## config.mk

```make
export PLATFORM = sky130hd
export DESIGN_NAME = json_string_unescaper
export DESIGN_NICKNAME = d
export VERILOG_FILES = /design/src/rtl/core/jsu_pkg.sv /design/src/rtl/core/json_string_unescaper.sv /design/src/rtl/core/jsu_scanner.sv /design/src/rtl/core/jsu_queue.sv /design/src/rtl/core/jsu_emitter.sv
export SDC_FILE = /design/constraint.sdc
export NUM_CORES = 1
export LEC_CHECK = 0
export BUFFER_PORTS_ARGS = -buffer_cell sky130_fd_sc_hd__buf_4
export CORE_AREA = 2 2 295 297
export CTS_CLUSTER_DIAMETER = 40
export DETAILED_ROUTE_END_ITERATION = 10
export DIE_AREA = 0 0 297 299
export PLACE_DENSITY = 0.61
export SLEW_MARGIN = 10
export SYNTH_ARGS = -nofsm -noshare
export SYNTH_HDL_FRONTEND = slang
export SYNTH_SLANG_ARGS = --single-unit
```

## constraint.sdc

```tcl
create_clock -name clk_i -period 8 [get_ports clk_i]
set_input_delay 0.4 -clock clk_i [delete_from_list [all_inputs] [get_ports clk_i]]
set_output_delay 0.4 -clock clk_i [all_outputs]
set_load 0.005 [all_outputs]
```

## src/rtl/core/jsu_pkg.sv

```systemverilog
// ----------------------------------------------------------------------------
// jsu_pkg
// Shared types and constants of the JSON string unescaper.
// ----------------------------------------------------------------------------
`default_nettype none

package jsu_pkg;

  localparam logic [1:0] KIND_DATA  = 2'd0;
  localparam logic [1:0] KIND_CLOSE = 2'd1;
  localparam logic [1:0] KIND_ERROR = 2'd2;

  localparam logic [2:0] ERR_NONE       = 3'd0;
  localparam logic [2:0] ERR_UNTERM     = 3'd1;
  localparam logic [2:0] ERR_CTRL       = 3'd2;
  localparam logic [2:0] ERR_ESCAPE     = 3'd3;
  localparam logic [2:0] ERR_HEX        = 3'd4;
  localparam logic [2:0] ERR_SURROGATE  = 3'd5;
  localparam logic [2:0] ERR_UTF8       = 3'd6;

  // Record handed from the scanner to the emitter: up to four data bytes,
  // optionally followed by one close or error record.
  typedef struct packed {
    logic [2:0]  n_bytes;   // 0..4
    logic [3:0][7:0] bytes;
    logic        has_tail;
    logic [1:0]  tail_kind;
    logic [2:0]  err_code;
    logic [31:0] err_offset;
    logic [31:0] length;
    logic        had_escape;
  } jsu_cmd_t;

  typedef enum logic [7:0] {
    M_IDLE = 8'b0000_0001,
    M_BODY = 8'b0000_0010,
    M_ESC  = 8'b0000_0100,
    M_HEX1 = 8'b0000_1000,
    M_BS2  = 8'b0001_0000,
    M_U2   = 8'b0010_0000,
    M_HEX2 = 8'b0100_0000,
    M_UTF8 = 8'b1000_0000
  } mode_e;

endpackage

`default_nettype wire

```

## src/rtl/core/json_string_unescaper.sv

```systemverilog
// Path: results go through the four-record queue, then the output register;
// a record of up to four bytes plus a close/error item drains at one item a
// cycle while the output is taken. Throughput: one input byte a cycle while
// the queue has room, set by the one-step scanner; bursts wait in the queue.
// Reset: asynchronous, active low; scanner idle awaiting quote, queue empty.
// ----------------------------------------------------------------------------
// json_string_unescaper
// Top level: JSON string unescape with strict UTF-8 checking.
// ----------------------------------------------------------------------------
`default_nettype none

module json_string_unescaper import jsu_pkg::*; #(
  parameter int OFFSET_BITS = 32
) (
  input  wire logic                   clk_i,
  input  wire logic                   rst_ni,
  input  wire logic                   in_valid_i,
  output      logic                   in_ready_o,
  input  wire logic [7:0]             in_byte_i,
  input  wire logic [OFFSET_BITS-1:0] in_offset_i,
  input  wire logic                   end_of_input_i,
  output      logic                   out_valid_o,
  input  wire logic                   out_ready_i,
  output      logic [1:0]             result_kind_o,
  output      logic [7:0]             out_byte_o,
  output      logic [2:0]             error_code_o,
  output      logic [31:0]            error_offset_o,
  output      logic [31:0]            decoded_length_o,
  output      logic                   had_escape_o,
  output      logic                   last_o
);

  logic     step, push, full, empty, pop;
  jsu_cmd_t cmd, head;

  // Take a byte whenever the queue has room for the record it may cause.
  assign in_ready_o = !full;
  assign step = in_valid_i && in_ready_o;

  jsu_scanner #(.OffsetBits(OFFSET_BITS)) u_scan (
    .clk_i, .rst_ni, .step_i(step), .byte_i(in_byte_i), .offset_i(in_offset_i),
    .eoi_i(end_of_input_i), .cmd_valid_o(push), .cmd_o(cmd)
  );

  jsu_queue #(.Depth(4)) u_queue (
    .clk_i, .rst_ni, .push_i(push), .data_i(cmd), .full_o(full),
    .empty_o(empty), .pop_i(pop), .data_o(head)
  );

  jsu_emitter u_emit (
    .clk_i, .rst_ni, .cmd_valid_i(!empty), .cmd_i(head), .cmd_pop_o(pop),
    .valid_o(out_valid_o), .ready_i(out_ready_i), .result_kind_o,
    .out_byte_o, .error_code_o, .error_offset_o, .decoded_length_o,
    .had_escape_o, .last_o
  );

`ifndef NO_ASSERTIONS
  a_no_push_full: assert property (@(posedge clk_i) disable iff (!rst_ni)
    full |-> !push)
    else $error("record pushed into full queue");
  a_kind_range: assert property (@(posedge clk_i) disable iff (!rst_ni)
    out_valid_o |-> (result_kind_o != 2'd3))
    else $error("invalid result kind");
  a_data_fields: assert property (@(posedge clk_i) disable iff (!rst_ni)
    (out_valid_o && result_kind_o == KIND_DATA) |-> (error_code_o == ERR_NONE))
    else $error("data item with error code");
`endif

endmodule

`default_nettype wire

```

## src/rtl/core/jsu_scanner.sv

```systemverilog
// ----------------------------------------------------------------------------
// jsu_scanner
// Front part: takes one raw byte an item and produces at most one work record.
// ----------------------------------------------------------------------------
`default_nettype none

module jsu_scanner import jsu_pkg::*; #(
  parameter int OffsetBits = 32
) (
  input  wire logic                  clk_i,
  input  wire logic                  rst_ni,
  input  wire logic                  step_i,
  input  wire logic [7:0]            byte_i,
  input  wire logic [OffsetBits-1:0] offset_i,
  input  wire logic                  eoi_i,
  output      logic                  cmd_valid_o,
  output      jsu_cmd_t              cmd_o
);

  mode_e       mode_q, mode_d;
  logic [15:0] hex_q, hex_d;
  logic [1:0]  hcnt_q, hcnt_d;
  logic [9:0]  hs_q, hs_d;
  logic [7:0]  lead_q, lead_d;
  logic [15:0] held_q, held_d;
  logic [1:0]  rem_q, rem_d;
  logic [31:0] open_q, open_d, mark_q, mark_d, len_q, len_d;
  logic        esc_q, esc_d;

  logic [31:0] off32;
  logic [3:0]  hv;
  logic        hok;
  logic [15:0] hnew;
  logic [20:0] cp;
  logic        emit_cp;
  logic [1:0]  llen_in, llen_q;
  logic        sec_ok;
  logic [7:0]  lo_b, hi_b;

  // Sign-free zero-extend or truncate the offset to 32 result bits.
  always_comb begin
    off32 = '0;
    for (int i = 0; i < 32; i++) begin
      if (i < OffsetBits) off32[i] = offset_i[i];
    end
  end

  function automatic logic [1:0] lead_len(input logic [7:0] l);
    // 1 -> two bytes, 2 -> three, 3 -> four, 0 invalid
    if (l >= 8'hC2 && l <= 8'hDF) return 2'd1;
    if (l >= 8'hE0 && l <= 8'hEF) return 2'd2;
    if (l >= 8'hF0 && l <= 8'hF4) return 2'd3;
    return 2'd0;
  endfunction

  assign llen_in = lead_len(byte_i);
  assign llen_q  = lead_len(lead_q);

  always_comb begin
    hok = 1'b1;
    hv  = 4'd0;
    if (byte_i >= "0" && byte_i <= "9") hv = 4'(byte_i - 8'h30);
    else if (byte_i >= "a" && byte_i <= "f") hv = 4'(byte_i - 8'h57);
    else if (byte_i >= "A" && byte_i <= "F") hv = 4'(byte_i - 8'h37);
    else hok = 1'b0;
    if (eoi_i) hok = 1'b0;
  end
  assign hnew = {hex_q[11:0], hv};

  always_comb begin
    lo_b = 8'h80;
    hi_b = 8'hBF;
    case (lead_q)
      8'hE0:   lo_b = 8'hA0;
      8'hED:   hi_b = 8'h9F;
      8'hF0:   lo_b = 8'h90;
      8'hF4:   hi_b = 8'h8F;
      default: ;
    endcase
    sec_ok = (byte_i >= lo_b) && (byte_i <= hi_b);
  end

  always_comb begin
    mode_d = mode_q; hex_d = hex_q; hcnt_d = hcnt_q; hs_d = hs_q;
    lead_d = lead_q; held_d = held_q; rem_d = rem_q;
    open_d = open_q; mark_d = mark_q; len_d = len_q; esc_d = esc_q;
    cmd_o = '0;
    cmd_valid_o = 1'b0;
    cp = '0;
    emit_cp = 1'b0;

    case (mode_q)
      M_BODY: begin
        if (eoi_i) begin
          cmd_o.has_tail = 1'b1; cmd_o.tail_kind = KIND_ERROR;
          cmd_o.err_code = ERR_UNTERM; cmd_o.err_offset = open_q;
        end else if (byte_i == "\"") begin
          cmd_o.has_tail = 1'b1; cmd_o.tail_kind = KIND_CLOSE;
          cmd_o.length = len_q; cmd_o.had_escape = esc_q;
        end else if (byte_i < 8'h20) begin
          cmd_o.has_tail = 1'b1; cmd_o.tail_kind = KIND_ERROR;
          cmd_o.err_code = ERR_CTRL; cmd_o.err_offset = off32;
        end else if (byte_i == "\\") begin
          esc_d = 1'b1; mark_d = off32; mode_d = M_ESC;
        end else if (byte_i < 8'h80) begin
          cmd_o.n_bytes = 3'd1; cmd_o.bytes[0] = byte_i;
        end else if (llen_in == 2'd0) begin
          cmd_o.has_tail = 1'b1; cmd_o.tail_kind = KIND_ERROR;
          cmd_o.err_code = ERR_UTF8; cmd_o.err_offset = off32;
        end else begin
          lead_d = byte_i; held_d = '0; rem_d = llen_in;
          mark_d = off32; mode_d = M_UTF8;
        end
      end
      M_ESC: begin
        mode_d = M_BODY;
        cmd_o.n_bytes = 3'd1;
        if (eoi_i) begin
          cmd_o.n_bytes = 3'd0;
          cmd_o.has_tail = 1'b1; cmd_o.tail_kind = KIND_ERROR;
          cmd_o.err_code = ERR_UNTERM; cmd_o.err_offset = open_q;
        end else begin
          case (byte_i)
            "\"", "\\", "/": cmd_o.bytes[0] = byte_i;
            "b": cmd_o.bytes[0] = 8'h08;
            "f": cmd_o.bytes[0] = 8'h0C;
            "n": cmd_o.bytes[0] = 8'h0A;
            "r": cmd_o.bytes[0] = 8'h0D;
            "t": cmd_o.bytes[0] = 8'h09;
            "u": begin
              cmd_o.n_bytes = 3'd0; mode_d = M_HEX1; hex_d = '0; hcnt_d = '0;
            end
            default: begin
              cmd_o.n_bytes = 3'd0;
              cmd_o.has_tail = 1'b1; cmd_o.tail_kind = KIND_ERROR;
              cmd_o.err_code = ERR_ESCAPE; cmd_o.err_offset = mark_q;
            end
          endcase
        end
      end
      M_HEX1, M_HEX2: begin
        if (!hok) begin
          cmd_o.has_tail = 1'b1; cmd_o.tail_kind = KIND_ERROR;
          cmd_o.err_code = (mode_q == M_HEX1) ? ERR_HEX : ERR_SURROGATE;
          cmd_o.err_offset = mark_q;
        end else begin
          hex_d = hnew;
          if (hcnt_q != 2'd3) begin
            hcnt_d = hcnt_q + 2'd1;
          end else begin
            hcnt_d = '0;
            if (mode_q == M_HEX1) begin
              if (hnew[15:10] == 6'b110111) begin
                cmd_o.has_tail = 1'b1; cmd_o.tail_kind = KIND_ERROR;
                cmd_o.err_code = ERR_SURROGATE; cmd_o.err_offset = mark_q;
              end else if (hnew[15:10] == 6'b110110) begin
                hs_d = hnew[9:0]; mode_d = M_BS2;
              end else begin
                mode_d = M_BODY; cp = {5'd0, hnew}; emit_cp = 1'b1;
              end
            end else begin
              if (hnew[15:10] != 6'b110111) begin
                cmd_o.has_tail = 1'b1; cmd_o.tail_kind = KIND_ERROR;
                cmd_o.err_code = ERR_SURROGATE; cmd_o.err_offset = mark_q;
              end else begin
                mode_d = M_BODY;
                cp = 21'h10000 + {1'b0, hs_q, hnew[9:0]};
                emit_cp = 1'b1;
              end
            end
          end
        end
      end
      M_BS2, M_U2: begin
        if (eoi_i || byte_i != ((mode_q == M_BS2) ? 8'h5C : 8'h75)) begin
          cmd_o.has_tail = 1'b1; cmd_o.tail_kind = KIND_ERROR;
          cmd_o.err_code = ERR_SURROGATE; cmd_o.err_offset = mark_q;
        end else if (mode_q == M_BS2) begin
          mode_d = M_U2;
        end else begin
          mode_d = M_HEX2; hex_d = '0; hcnt_d = '0;
        end
      end
      M_UTF8: begin
        if (eoi_i || llen_q == 2'd0 ||
            ((rem_q == llen_q) ? !sec_ok : (byte_i[7:6] != 2'b10))) begin
          cmd_o.has_tail = 1'b1; cmd_o.tail_kind = KIND_ERROR;
          cmd_o.err_code = ERR_UTF8; cmd_o.err_offset = mark_q;
        end else if (rem_q > 2'd1) begin
          held_d = {held_q[7:0], byte_i};
          rem_d = rem_q - 2'd1;
        end else begin
          rem_d = '0;
          cmd_o.n_bytes = {1'b0, llen_q} + 3'd1;
          cmd_o.bytes[0] = lead_q;
          case (llen_q)
            2'd1: cmd_o.bytes[1] = byte_i;
            2'd2: begin cmd_o.bytes[1] = held_q[7:0]; cmd_o.bytes[2] = byte_i; end
            default: begin
              cmd_o.bytes[1] = held_q[15:8]; cmd_o.bytes[2] = held_q[7:0];
              cmd_o.bytes[3] = byte_i;
            end
          endcase
          lead_d = '0; held_d = '0; mode_d = M_BODY;
        end
      end
      default: begin
        if (!eoi_i && byte_i == "\"") begin
          hex_d = '0; hcnt_d = '0; hs_d = '0; lead_d = '0; held_d = '0;
          rem_d = '0; mark_d = '0; len_d = '0; esc_d = 1'b0;
          open_d = off32; mode_d = M_BODY;
        end else begin
          mode_d = M_IDLE;
        end
      end
    endcase

    if (emit_cp) begin
      if (cp < 21'h80) begin
        cmd_o.n_bytes = 3'd1; cmd_o.bytes[0] = cp[7:0];
      end else if (cp < 21'h800) begin
        cmd_o.n_bytes = 3'd2;
        cmd_o.bytes[0] = {3'b110, cp[10:6]}; cmd_o.bytes[1] = {2'b10, cp[5:0]};
      end else if (cp < 21'h10000) begin
        cmd_o.n_bytes = 3'd3;
        cmd_o.bytes[0] = {4'b1110, cp[15:12]}; cmd_o.bytes[1] = {2'b10, cp[11:6]};
        cmd_o.bytes[2] = {2'b10, cp[5:0]};
      end else begin
        cmd_o.n_bytes = 3'd4;
        cmd_o.bytes[0] = {5'b11110, cp[20:18]}; cmd_o.bytes[1] = {2'b10, cp[17:12]};
        cmd_o.bytes[2] = {2'b10, cp[11:6]}; cmd_o.bytes[3] = {2'b10, cp[5:0]};
      end
    end

    // Length counts only while the string stays open; saturate at all ones.
    if (len_q > 32'hFFFF_FFFF - 32'(cmd_o.n_bytes)) len_d = 32'hFFFF_FFFF;
    else len_d = len_d + 32'(cmd_o.n_bytes);

    if (cmd_o.has_tail) begin
      mode_d = M_IDLE; hex_d = '0; hcnt_d = '0; hs_d = '0; lead_d = '0;
      held_d = '0; rem_d = '0; open_d = '0; mark_d = '0; len_d = '0; esc_d = 1'b0;
    end
    cmd_valid_o = step_i && (cmd_o.has_tail || cmd_o.n_bytes != 3'd0);
  end

  always_ff @(posedge clk_i or negedge rst_ni) begin
    if (!rst_ni) begin
      mode_q <= M_IDLE; hex_q <= '0; hcnt_q <= '0; hs_q <= '0; lead_q <= '0;
      held_q <= '0; rem_q <= '0; open_q <= '0; mark_q <= '0; len_q <= '0;
      esc_q <= 1'b0;
    end else if (step_i) begin
      mode_q <= mode_d; hex_q <= hex_d; hcnt_q <= hcnt_d; hs_q <= hs_d;
      lead_q <= lead_d; held_q <= held_d; rem_q <= rem_d; open_q <= open_d;
      mark_q <= mark_d; len_q <= len_d; esc_q <= esc_d;
    end
  end

`ifndef NO_ASSERTIONS
  a_rem_in_utf8: assert property (@(posedge clk_i) disable iff (!rst_ni)
    (mode_q == M_UTF8) |-> (rem_q != 2'd0))
    else $error("utf8 sequence with nothing remaining");
  a_nbytes_max: assert property (@(posedge clk_i) disable iff (!rst_ni)
    cmd_valid_o |-> (cmd_o.n_bytes <= 3'd4))
    else $error("record carries too many bytes");
  a_tail_idle: assert property (@(posedge clk_i) disable iff (!rst_ni)
    (step_i && cmd_o.has_tail) |=> (mode_q == M_IDLE))
    else $error("scanner not idle after close or error");
`endif

endmodule

`default_nettype wire

```

## src/rtl/core/jsu_queue.sv

```systemverilog
// ----------------------------------------------------------------------------
// jsu_queue
// Short queue of work records between scanner and emitter.
// ----------------------------------------------------------------------------
`default_nettype none

module jsu_queue import jsu_pkg::*; #(
  parameter int Depth = 4
) (
  input  wire logic     clk_i,
  input  wire logic     rst_ni,
  input  wire logic     push_i,
  input  jsu_cmd_t      data_i,
  output      logic     full_o,
  output      logic     empty_o,
  input  wire logic     pop_i,
  output      jsu_cmd_t data_o
);

  localparam int AW = (Depth > 1) ? $clog2(Depth) : 1;

  jsu_cmd_t        mem_q [Depth];
  logic [AW-1:0]   wp_q, rp_q;
  logic [AW:0]     cnt_q;

  assign full_o  = (cnt_q == (AW+1)'(Depth));
  assign empty_o = (cnt_q == '0);
  assign data_o  = mem_q[rp_q];

  always_ff @(posedge clk_i) begin
    if (push_i) mem_q[wp_q] <= data_i;
  end

  always_ff @(posedge clk_i or negedge rst_ni) begin
    if (!rst_ni) begin
      wp_q <= '0; rp_q <= '0; cnt_q <= '0;
    end else begin
      if (push_i) wp_q <= (wp_q == AW'(Depth - 1)) ? '0 : wp_q + 1'b1;
      if (pop_i)  rp_q <= (rp_q == AW'(Depth - 1)) ? '0 : rp_q + 1'b1;
      cnt_q <= cnt_q + (AW+1)'(push_i) - (AW+1)'(pop_i);
    end
  end

`ifndef NO_ASSERTIONS
  a_no_overflow: assert property (@(posedge clk_i) disable iff (!rst_ni)
    full_o |-> !push_i || pop_i)
    else $error("push into full queue");
  a_no_underflow: assert property (@(posedge clk_i) disable iff (!rst_ni)
    empty_o |-> !pop_i)
    else $error("pop from empty queue");
  a_cnt_range: assert property (@(posedge clk_i) disable iff (!rst_ni)
    cnt_q <= (AW+1)'(Depth))
    else $error("queue count out of range");
`endif

endmodule

`default_nettype wire

```

## src/rtl/core/jsu_emitter.sv

```systemverilog
// ----------------------------------------------------------------------------
// jsu_emitter
// Back part: unrolls one work record into result items, one per cycle while the output is taken.
// ----------------------------------------------------------------------------
`default_nettype none

module jsu_emitter import jsu_pkg::*; (
  input  wire logic        clk_i,
  input  wire logic        rst_ni,
  input  wire logic        cmd_valid_i,
  input  jsu_cmd_t         cmd_i,
  output      logic        cmd_pop_o,
  output      logic        valid_o,
  input  wire logic        ready_i,
  output      logic [1:0]  result_kind_o,
  output      logic [7:0]  out_byte_o,
  output      logic [2:0]  error_code_o,
  output      logic [31:0] error_offset_o,
  output      logic [31:0] decoded_length_o,
  output      logic        had_escape_o,
  output      logic        last_o
);

  logic [2:0] idx_q;
  logic       is_tail, is_last, load;

  assign is_tail = (idx_q == cmd_i.n_bytes);
  assign is_last = cmd_i.has_tail ? is_tail : (idx_q == cmd_i.n_bytes - 3'd1);
  // Output register is free when empty or being taken this cycle.
  assign load      = cmd_valid_i && (!valid_o || ready_i);
  assign cmd_pop_o = load && is_last;

  always_ff @(posedge clk_i or negedge rst_ni) begin
    if (!rst_ni) begin
      valid_o <= 1'b0; idx_q <= '0;
    end else begin
      if (load) valid_o <= 1'b1;
      else if (ready_i) valid_o <= 1'b0;
      if (load) idx_q <= is_last ? 3'd0 : idx_q + 3'd1;
    end
  end

  always_ff @(posedge clk_i) begin
    if (load) begin
      last_o <= is_last;
      if (is_tail) begin
        result_kind_o <= cmd_i.tail_kind; out_byte_o <= '0;
        error_code_o <= cmd_i.err_code; error_offset_o <= cmd_i.err_offset;
        decoded_length_o <= cmd_i.length; had_escape_o <= cmd_i.had_escape;
      end else begin
        result_kind_o <= KIND_DATA; out_byte_o <= cmd_i.bytes[idx_q[1:0]];
        error_code_o <= ERR_NONE; error_offset_o <= '0;
        decoded_length_o <= '0; had_escape_o <= 1'b0;
      end
    end
  end

`ifndef NO_ASSERTIONS
  a_idx_range: assert property (@(posedge clk_i) disable iff (!rst_ni)
    cmd_valid_i |-> (idx_q <= cmd_i.n_bytes))
    else $error("emitter index beyond record");
  a_pop_last: assert property (@(posedge clk_i) disable iff (!rst_ni)
    cmd_pop_o |=> last_o)
    else $error("record finished without last flag");
  a_hold: assert property (@(posedge clk_i) disable iff (!rst_ni)
    (valid_o && !ready_i) |=> valid_o)
    else $error("result dropped while stalled");
`endif

endmodule

`default_nettype wire
```

Word level (Yosys, flattened, before mapping)
Memories as Yosys holds them, arrays and structs flattened.
Cells that the tools add are included.
{ "word_totals": {"regBits": 245, "ramBits": 424, "word_cells": 393, "memories": 1} }
{ "classes": {"n_addsub": 15, "magnitude_cmp": 28, "n_eq_ne": 61, "mux": 211, "reduce_logical": 54} }
{ "memory_table": {"columns": ["memory", "depth", "word_bits", "rd", "rd_clocked_by_memory_dff", "write_ports", "line_no", "text"], "rows": [
  ["u_queue.mem_q", 4, 106, 1, 0, 1, "jsu_queue.sv:22", "jsu_cmd_t mem_q [Depth];"]
]} }
{ "op_table": {"columns": ["cell", "count"], "rows": [
  ["$mux 38", 13],
  ["$mux 32", 15],
  ["$mux 8", 35],
  ["$mux 16", 13],
  ["$pmux 38 s5", 1],
  ["$mux 35", 4],
  ["$mux 21", 6],
  ["$mux 33", 3],
  ["$mux 12", 6],
  ["$mux 10", 7],
  ["$eq 8x7->1 const B", 8],
  ["$mux 2", 32],
  ["$pmux 32 s2", 1],
  ["$ge 8x8->1 const B", 6],
  ["$le 8x8->1 const B", 6],
  ["$mux 24", 2],
  ["$pmux 12 s4", 1],
  ["$pmux 16 s3", 1],
  ["$pmux 8 s3", 2],
  ["$pmux 8 s6", 1],
  ["$mux 46", 1],
  ["$ne 3x2->1 const B", 14],
  ["$eq 8x8->1 const B", 5],
  ["$pmux 8 s5", 1],
  ["81 further kinds", 185]
]} }

Longest topological paths before layout
Gate-level depths: netlist (run 1).
{ "depth": {"ltp_word": 24, "mapped_depth": 20, "depth_no_buf": 19} }

Cells and area by module
A second synthesis (run 1) with hierarchy kept.
{ "hier_totals": {"hier_cells": 2074, "hier_area_um2": 29718.5} }
{ "by_module_without_submodules": {"columns": ["mod", "n_inst", "cells_each", "area_per_inst_um2", "seq_area_each_um2"], "rows": [
  ["jsu_queue", 1, 590, 15671.3, 12907.4],
  ["jsu_scanner", 1, 1274, 10611.4, 3880.0],
  ["jsu_emitter", 1, 207, 3422.0, 2472.4],
  ["json_string_unescaper", 1, 3, 13.8, 0.0]
]} }

Least setup slack after synthesis (run 1)
OpenSTA, ideal clock, no wires.
{ "synth_timing": {"kind": "input-to-reg", "from": "input in_byte_i[0]", "to": "memory u_queue.mem_q[0][0] in the netlist's numbering (enable)", "setup_time_ps": 477, "arrival_time_ps": 5436, "required_ps": 7523, "slack_ps": 2087, "stages": 13, "n_path_buf": 2, "cell_sequence": "clkbuf_1 > inv_1 > ha_1 > o21bai_1 > a2111oi_2 > o2111ai_1 > or2_1 > buf_4 > a221oi_1 > nor4_2 > inv_1 > o31a_1 > and2_1"} }
{ "synth_rtl": {"columns": ["element", "line_no", "text"], "rows": [
  ["from (decl)", "json_string_unescaper.sv:19", "input wire logic [7:0] in_byte_i,"],
  ["to (decl)", "jsu_queue.sv:22", null]
]} }

==> reports/qor.csv, run 1 <==
stage;metric;value;unit
place;gp_congestion;0.919;
synthesis;ys_seq_area_frac;0.647;
grt;grt_pass1_vias;19400;
cts;cts_root_buf;clkbuf_16;
worst_setup_path;path_cells;or4_1, or3_1, nor3_1, buf_4, or3_1, nor2_8, inv_2, o31a_1, and2_4, buf_12;
sta;whs;0.0360;ns
synthesis;synth_cell_type_count;90;
synthesis;synth.largest_area_cell;edfxtp_1;
cts;cts_tree;built;
sta;finalHoldViolCount;0;
worst_setup_path;slowest_stage;and2_4;
worst_setup_path;max_stage_delay;0.96;ns
run_status;status;finished, final reports clean;
sta;fmax;178;MHz
power_and_ir_drop;p_leak;12.6;nW
grt;grt_max_degree;107;
power_and_ir_drop;internal_power;7.17;mW
grt;grt-ovfl-total;0;
worst_setup_path;cp.required;8.31;ns
place;post-dp-hpwl;49.9;mm
sta;fin_crit_sh;0.701;
worst_setup_path;crit_arrival;5.91;ns
floorplanning;die_x;297;µm
routing;ant_nets;0;
worst_setup_path;critPathKind;reg2reg;
cts;cts-resized-gates;0;
cts;cts_sinks;669;
floorplanning;num_io_pins;126;
sta;tightestPinTransition;1.13;ns
routing;drt_iter0_drc;1901;
synthesis;synth.avg_cell_area;13.8;µm²
floorplanning;fp-row-count;108;
worst_setup_path;setup.worst_path.end_class;flip-flop;
synthesis;netlist_instances;2163;
worst_setup_path;crit_top_cell;or3_1;
power_and_ir_drop;ir_drop;165;µV
synthesis;synth_area;0.0298;mm²
final_layout;finish.instance_area;0.0352;mm²
routing;drt-vias-per-instance;5.34;
sta;setup_tns;0;ns
power_and_ir_drop;p_sw;2.49;mW
sta;grt_setup_unrepaired;no;
routing;num_vias;18900;
worst_setup_path;crit_fanout;70;
worst_setup_path;startpoint_type;flip-flop;
sta;max-slew-margin-rel;0.246;
power_and_ir_drop;finalPower;9.66;mW
synthesis;ys.flop_type;edfxtp_1;
job;maxCapViolations;0;
synthesis;synth.most_common_cell;edfxtp_1;
final_layout;syn2layout_area_growth;18.2;%
worst_setup_path;worstReg2RegStart;u_scan.mode_q[5]$_DFFE_PN0P_;
sta;skew;0.0274;ns
cts;clock_latency;0.65;ns
floorplanning;dieArea;0.0888;mm²
final_layout;final_nets;2364;
routing;dr.pass1.iters;6;
place;dp_slack;2.16;ns
cts;htree_levels;3;
floorplanning;die_h;299;µm
cts;numCtsBuffers;92;
floorplanning;initial_core_util;0.346;
synthesis;synth_top_area_frac;0.508;
synthesis;synth-warning-count;0;
sta;setup_viol;0;
floorplanning;core-area;0.0859;mm²
power_and_ir_drop;power_density;275;mW/mm²
final_layout;drive_gt1_frac;0.206;
grt;track_usage;0.172;
power_and_ir_drop;swShare;0.258;
power_and_ir_drop;clkPwrFrac;0.417;
grt;grt_pass1_wl;119;mm
cts;cts_buffer_depth;3;
synthesis;ys_seq_elements;669;
place;place.port_buffers;125;
sta;fin_crit;5.61;ns
min_path;hold_path_class;in2reg;
sta;drv_slew;0;
place;placed_cell_area;0.0320;mm²
power_and_ir_drop;sequentialPowerShare;0.430;
power_and_ir_drop;pwr-share-comb;0.154;
routing;drc;0;
final_layout;stdcell_count;3527;
worst_setup_path;cp-startpoint;u_scan.mode_q[5]$_DFFE_PN0P_;
grt;antenna_found_initial;1;
min_path;worstHoldStart;in_offset_i[2];
final_layout;utilization;0.409;
routing;wl;76.7;mm
routing;routedWlPerCell;21.8;µm
place;dp.cells;3342;
cts;clkSlewWorstSetupHoldPaths;0.06;ns
synthesis;ys_top_cells_by_area;edfxtp_1 (51%), dfrtp_1 (14%), mux4_2 (8.6%);
synthesis;async_flop_share;0.248;
synthesis;synth-edff-count;503;
synthesis;synthTopCellsByCount;edfxtp_1 (503), nand2_1 (272), o21ai_0 (182);
final_layout;insertedDiodeCount;0;
sta;worst_slack;2.39;ns
critical path: cells and delay by family, from the launching register on:
family                 cells  cell delay (ns)
AOI/OAI and AO/OA          1             0.35
buffers and inverters      3             0.75
DFF                        1             0.47
and+or+nand+nor            6             3.59
timing repair:
action                                  CTS  global route
buffers inserted                          0             0
hold buffers                             12             0
endpoints found under the setup margin    0             0
hold endpoints to repair                 48             0
layout make-up:
cell class,count,area [µm²]
clock buffer,110,2460
fill,7872,50800
clock inverter,63,639
multi-input combinational,1315,9850
timing repair buffer,170,1350
tap,1155,1450
inverter,45,170
sequential,669,19300
cells by family (layout without fill, tap and decap cells):
group,Yosys count,after routing,share of synthesized area
buffers and inverters,182,388,0.0247
multiplexers,151,151,0.0994
AND/OR/NAND/NOR,649,649,0.108
flip-flops,669,669,0.647
adder cells (fa/ha/maj),26,26,0.0114
other,1,4,0.000126
XOR/XNOR,14,14,0.00412
AO/OA/AOI/OAI,471,471,0.105
worst paths after layout:
check                      slack, ns                       endpoint  cells after the start
setup / recovery                2.39  u_queue.mem_q[0][4]$_DFFE_PP_                     10
hold / removal                  0.04   u_scan.mark_q[2]$_DFFE_PN0P_                      3
setup reg to reg                2.39  u_queue.mem_q[0][4]$_DFFE_PP_                     10
hold reg to reg                 0.47   u_scan.mark_q[2]$_DFFE_PN0P_                      2
max in group asynchronous       5.59   u_scan.open_q[3]$_DFFE_PN0P_                      4
min in group asynchronous       0.28    u_queue.rp_q[0]$_DFFE_PN0P_                      2
state kept, by name (all words and copies together) (netlist names), 2 cells and up:
name	flops
u_scan.mark_q	32
u_emit.out_byte_o	8
u_queue.mem_q	424
u_scan.open_q	32
u_emit.error_offset_o	32
u_queue.wp_q	2
u_emit.result_kind_o	2
u_scan.hcnt_q	2
u_emit.error_code_o	3
u_emit.decoded_length_o	32
u_scan.rem_q	2
u_scan.held_q	16
u_queue.rp_q	2
u_emit.idx_q	3
u_scan.len_q	32
u_scan.hs_q	10
u_queue.cnt_q	3
u_scan.hex_q	12
u_scan.lead_q	8
u_scan.mode_q	8
metal layers:
layer | up-vias | GRT usage | share of wire
met2 | 585 | 0.287 | 0.49
met3 | 135 | 0.0310 | 0.055
li1 | 8586 | - | -
met5 | - | 0 | 0
met1 | 9545 | 0.229 | 0.43
met4 | 0 | 0.0559 | 0.023
cell usage in the layout (no fill, tap or decap), types with 15 or more instances in the layout:
cell / count
o21a_1: 28
clkbuf_16: 92
o31ai_1: 29
ha_1: 24
nor2_1: 74
clkinv_2: 16
and3_1: 39
a22o_1: 22
mux4_2: 114
a21oi_1: 57
nand4_1: 18
nor3_1: 37
buf_4: 154
o211ai_1: 15
inv_1: 43
and2_1: 20
mux2i_1: 28
nand3_1: 30
o21ai_0: 182
edfxtp_1: 503
dfrtp_1: 163
nor2b_1: 77
nand2_1: 272
power by group through the flow:
stage / clock [mW] / sequential, mW / combinational [mW]
4_1_cts: 4.11 / 4.16 / 1.54
3_3_place_gp: 0 / 4.23 / 1.52
3_5_place_dp: 0 / 4.23 / 1.53
5_1_grt: 4.27 / 4.19 / 1.62
2_1_floorplan: 0 / 4.10 / 1.02
6_report: 4.03 / 4.15 / 1.48
Note: power is estimated with default switching activity, not from simulation.
==> inputs of run 2 (changes only) <==
Clock period 8 ns to 5.88 ns, I/O delays scaled along.
==> reports/qor.csv, run 2 (synthesis gave the netlist of run 1 again) <==
stage;metric;value;unit
run_status;status;finished, final reports clean;
floorplanning;fp-row-count;108;
power_and_ir_drop;power_density;376;mW/mm²
routing;wl;77.6;mm
final_layout;largest_reg_flops;424;
grt;antenna_found_initial;8;
floorplanning;core-area;0.0859;mm²
job;maxCapViolations;0;
final_layout;layout_commonest_cell;edfxtp_1;
sta;skew;0.0459;ns
power_and_ir_drop;pwr-share-comb;0.151;
sta;fin_crit;5.00;ns
power_and_ir_drop;p_sw;3.52;mW
routing;routedWlPerCell;21.8;µm
power_and_ir_drop;swShare;0.262;
power_and_ir_drop;internal_power;9.93;mW
routing;drt_iter0_drc;1610;
place;gp_congestion;0.885;
worst_setup_path;crit_fanout;9;
routing;num_vias;19200;
final_layout;syn2layout_area_growth;20.1;%
routing;dr.pass1.iters;8;
floorplanning;initial_core_util;0.346;
min_path;worstHoldStart;in_byte_i[5];
grt;grt_pass1_wl;120;mm
power_and_ir_drop;p_leak;12.8;nW
worst_setup_path;crit_arrival;5.50;ns
sta;tightestPinTransition;1.16;ns
worst_setup_path;setup.worst_path.end_class;flip-flop;
cts;cts_root_buf;clkbuf_16;
power_and_ir_drop;sequentialPowerShare;0.420;
worst_setup_path;cp-startpoint;u_scan.hcnt_q[0]$_DFFE_PN0P_;
floorplanning;die_h;299;µm
worst_setup_path;startpoint_type;flip-flop;
final_layout;multi_input_area;0.00985;mm²
sta;setup_tns;0;ns
floorplanning;num_io_pins;126;
cts;cts_tree;built;
place;post-dp-hpwl;50.1;mm
sta;drv_slew;0;
cts;clock_latency;0.67;ns
floorplanning;dieArea;0.0888;mm²
sta;max-slew-margin-rel;0.226;
worst_setup_path;worstReg2RegStart;u_scan.hcnt_q[0]$_DFFE_PN0P_;
final_layout;fillers;7847;
grt;grt_max_degree;70;
sta;fmax;200;MHz
final_layout;final_cell_mix;edfxtp_1 (503), nand2_1 (272), o21ai_0 (182);
final_layout;regMostFlops;u_queue.mem_q;
cts;cts_sinks;669;
min_path;hold_path_class;in2reg;
sta;grt_setup_unrepaired;no;
routing;drc;0;
sta;worst_slack;0.884;ns
cts;clkSlewWorstSetupHoldPaths;0.06;ns
cts;htree_levels;3;
place;place.port_buffers;125;
sta;fin_crit_sh;0.850;
sta;setup_viol;0;
sta;finalHoldViolCount;0;
power_and_ir_drop;finalPower;13.4;mW
worst_setup_path;cp.required;6.39;ns
floorplanning;die_x;297;µm
place;dp_slack;0.743;ns
power_and_ir_drop;clkPwrFrac;0.429;
routing;ant_nets;0;
grt;grt_pass1_vias;19700;
grt;grt-ovfl-total;0;
routing;drt-vias-per-instance;5.38;
power_and_ir_drop;ir_drop;290;µV
final_layout;seq_area;0.0193;mm²
final_layout;final_nets;2398;
grt;track_usage;0.174;
final_layout;drive_gt1_frac;0.209;
cts;cts_buffer_depth;3;
worst_setup_path;critPathKind;reg2reg;
cts;numCtsBuffers;93;
run 2: cell types whose count changed in the layout (fill, tap and decap cells not counted), sizes merged:
cell / change
clkbuf: -4
bufinv: +3
dlygate4sd3: +22
buf: +11
diode: +1
inv: +2
clkinv: +3
clkinvlp: -2
run 2: final timing paths:
kind | endpoint | slack (ns) | cells after the start
setup / recovery | u_scan.len_q[16]$_DFFE_PN0P_ | 0.88 | 15
hold / removal | u_scan.held_q[5]$_DFFE_PN0P_ | 0.05 | 3
setup reg to reg | u_scan.len_q[16]$_DFFE_PN0P_ | 0.88 | 15
hold reg to reg | u_scan.mark_q[12]$_DFFE_PN0P_ | 0.48 | 2
max in group asynchronous | u_queue.rp_q[0]$_DFFE_PN0P_ | 4.32 | 3
min in group asynchronous | u_scan.held_q[6]$_DFFE_PN0P_ | 0.16 | 2
run 2: layout make-up:
type,instances,area share
Inverter,45,0.00476
Multi-Input combinational cell,1315,0.276
Clock buffer,106,0.0682
Antenna cell,1,0.0000700
Sequential cell,669,0.539
Clock inverter,69,0.0238
Timing Repair Buffer,203,0.0479
Tap cell,1155,0.0404
run 2: stage by stage:
stage	utilization	instance area [µm²]	cells	hold slack (ns)
final	0.416	35700	3563	0.0487
after floorplan	-	29800	2166	-0.00159
after CTS	0.416	35700	3562	0.0110
after global placement	0.374	32100	3353	0.226
after detailed placement	0.374	32100	3353	0.231
after global routing	0.416	35700	3563	0.0582
run 2: critical path, stage by stage (launching register included):
cell and delay [ns]:
dfrtp_1 0.38, ha_1 0.29, or4b_1 0.53, nor4_2 0.40, and2_1 0.21, or2_1 0.25, a221oi_1 0.11, nor4_2 0.44
inv_1 0.21, ha_1 0.28, fa_1 0.42, o31a_1 0.16, o211ai_1 0.69, nor2_1 0.18, a31oi_1 0.22, nor3_1 0.07
run 2: what timing repair did:
action	CTS	global route
setup buffers	0	0
resized for setup	0	0
endpoints found under the hold margin	100	0
hold buffers	34	0
endpoints found under the setup margin	0	0
run 2: power by group through the flow:
| stage | clock [mW] | combinational (mW) | sequential [mW] |
|---|---|---|---|
| after floorplan | 0 | 1.39 | 5.58 |
| after global placement | 0 | 2.06 | 5.76 |
| after detailed placement | 0 | 2.08 | 5.76 |
| after CTS | 5.87 | 2.10 | 5.67 |
| after global routing | 6.08 | 2.23 | 5.69 |
| final | 5.76 | 2.04 | 5.64 |
run 2: metal layers:
layer / vias up / routed length, µm / GRT usage / share of wire
met1: 9773 / 32200 / 0.222 / 0.42
met2: 609 / 39100 / 0.300 / 0.50
met4: 8 / 1760 / 0.0553 / 0.023
met3: 136 / 4410 / 0.0313 / 0.057
li1: 8652 / - / - / -
met5: - / 46 / 0 / 0.00059
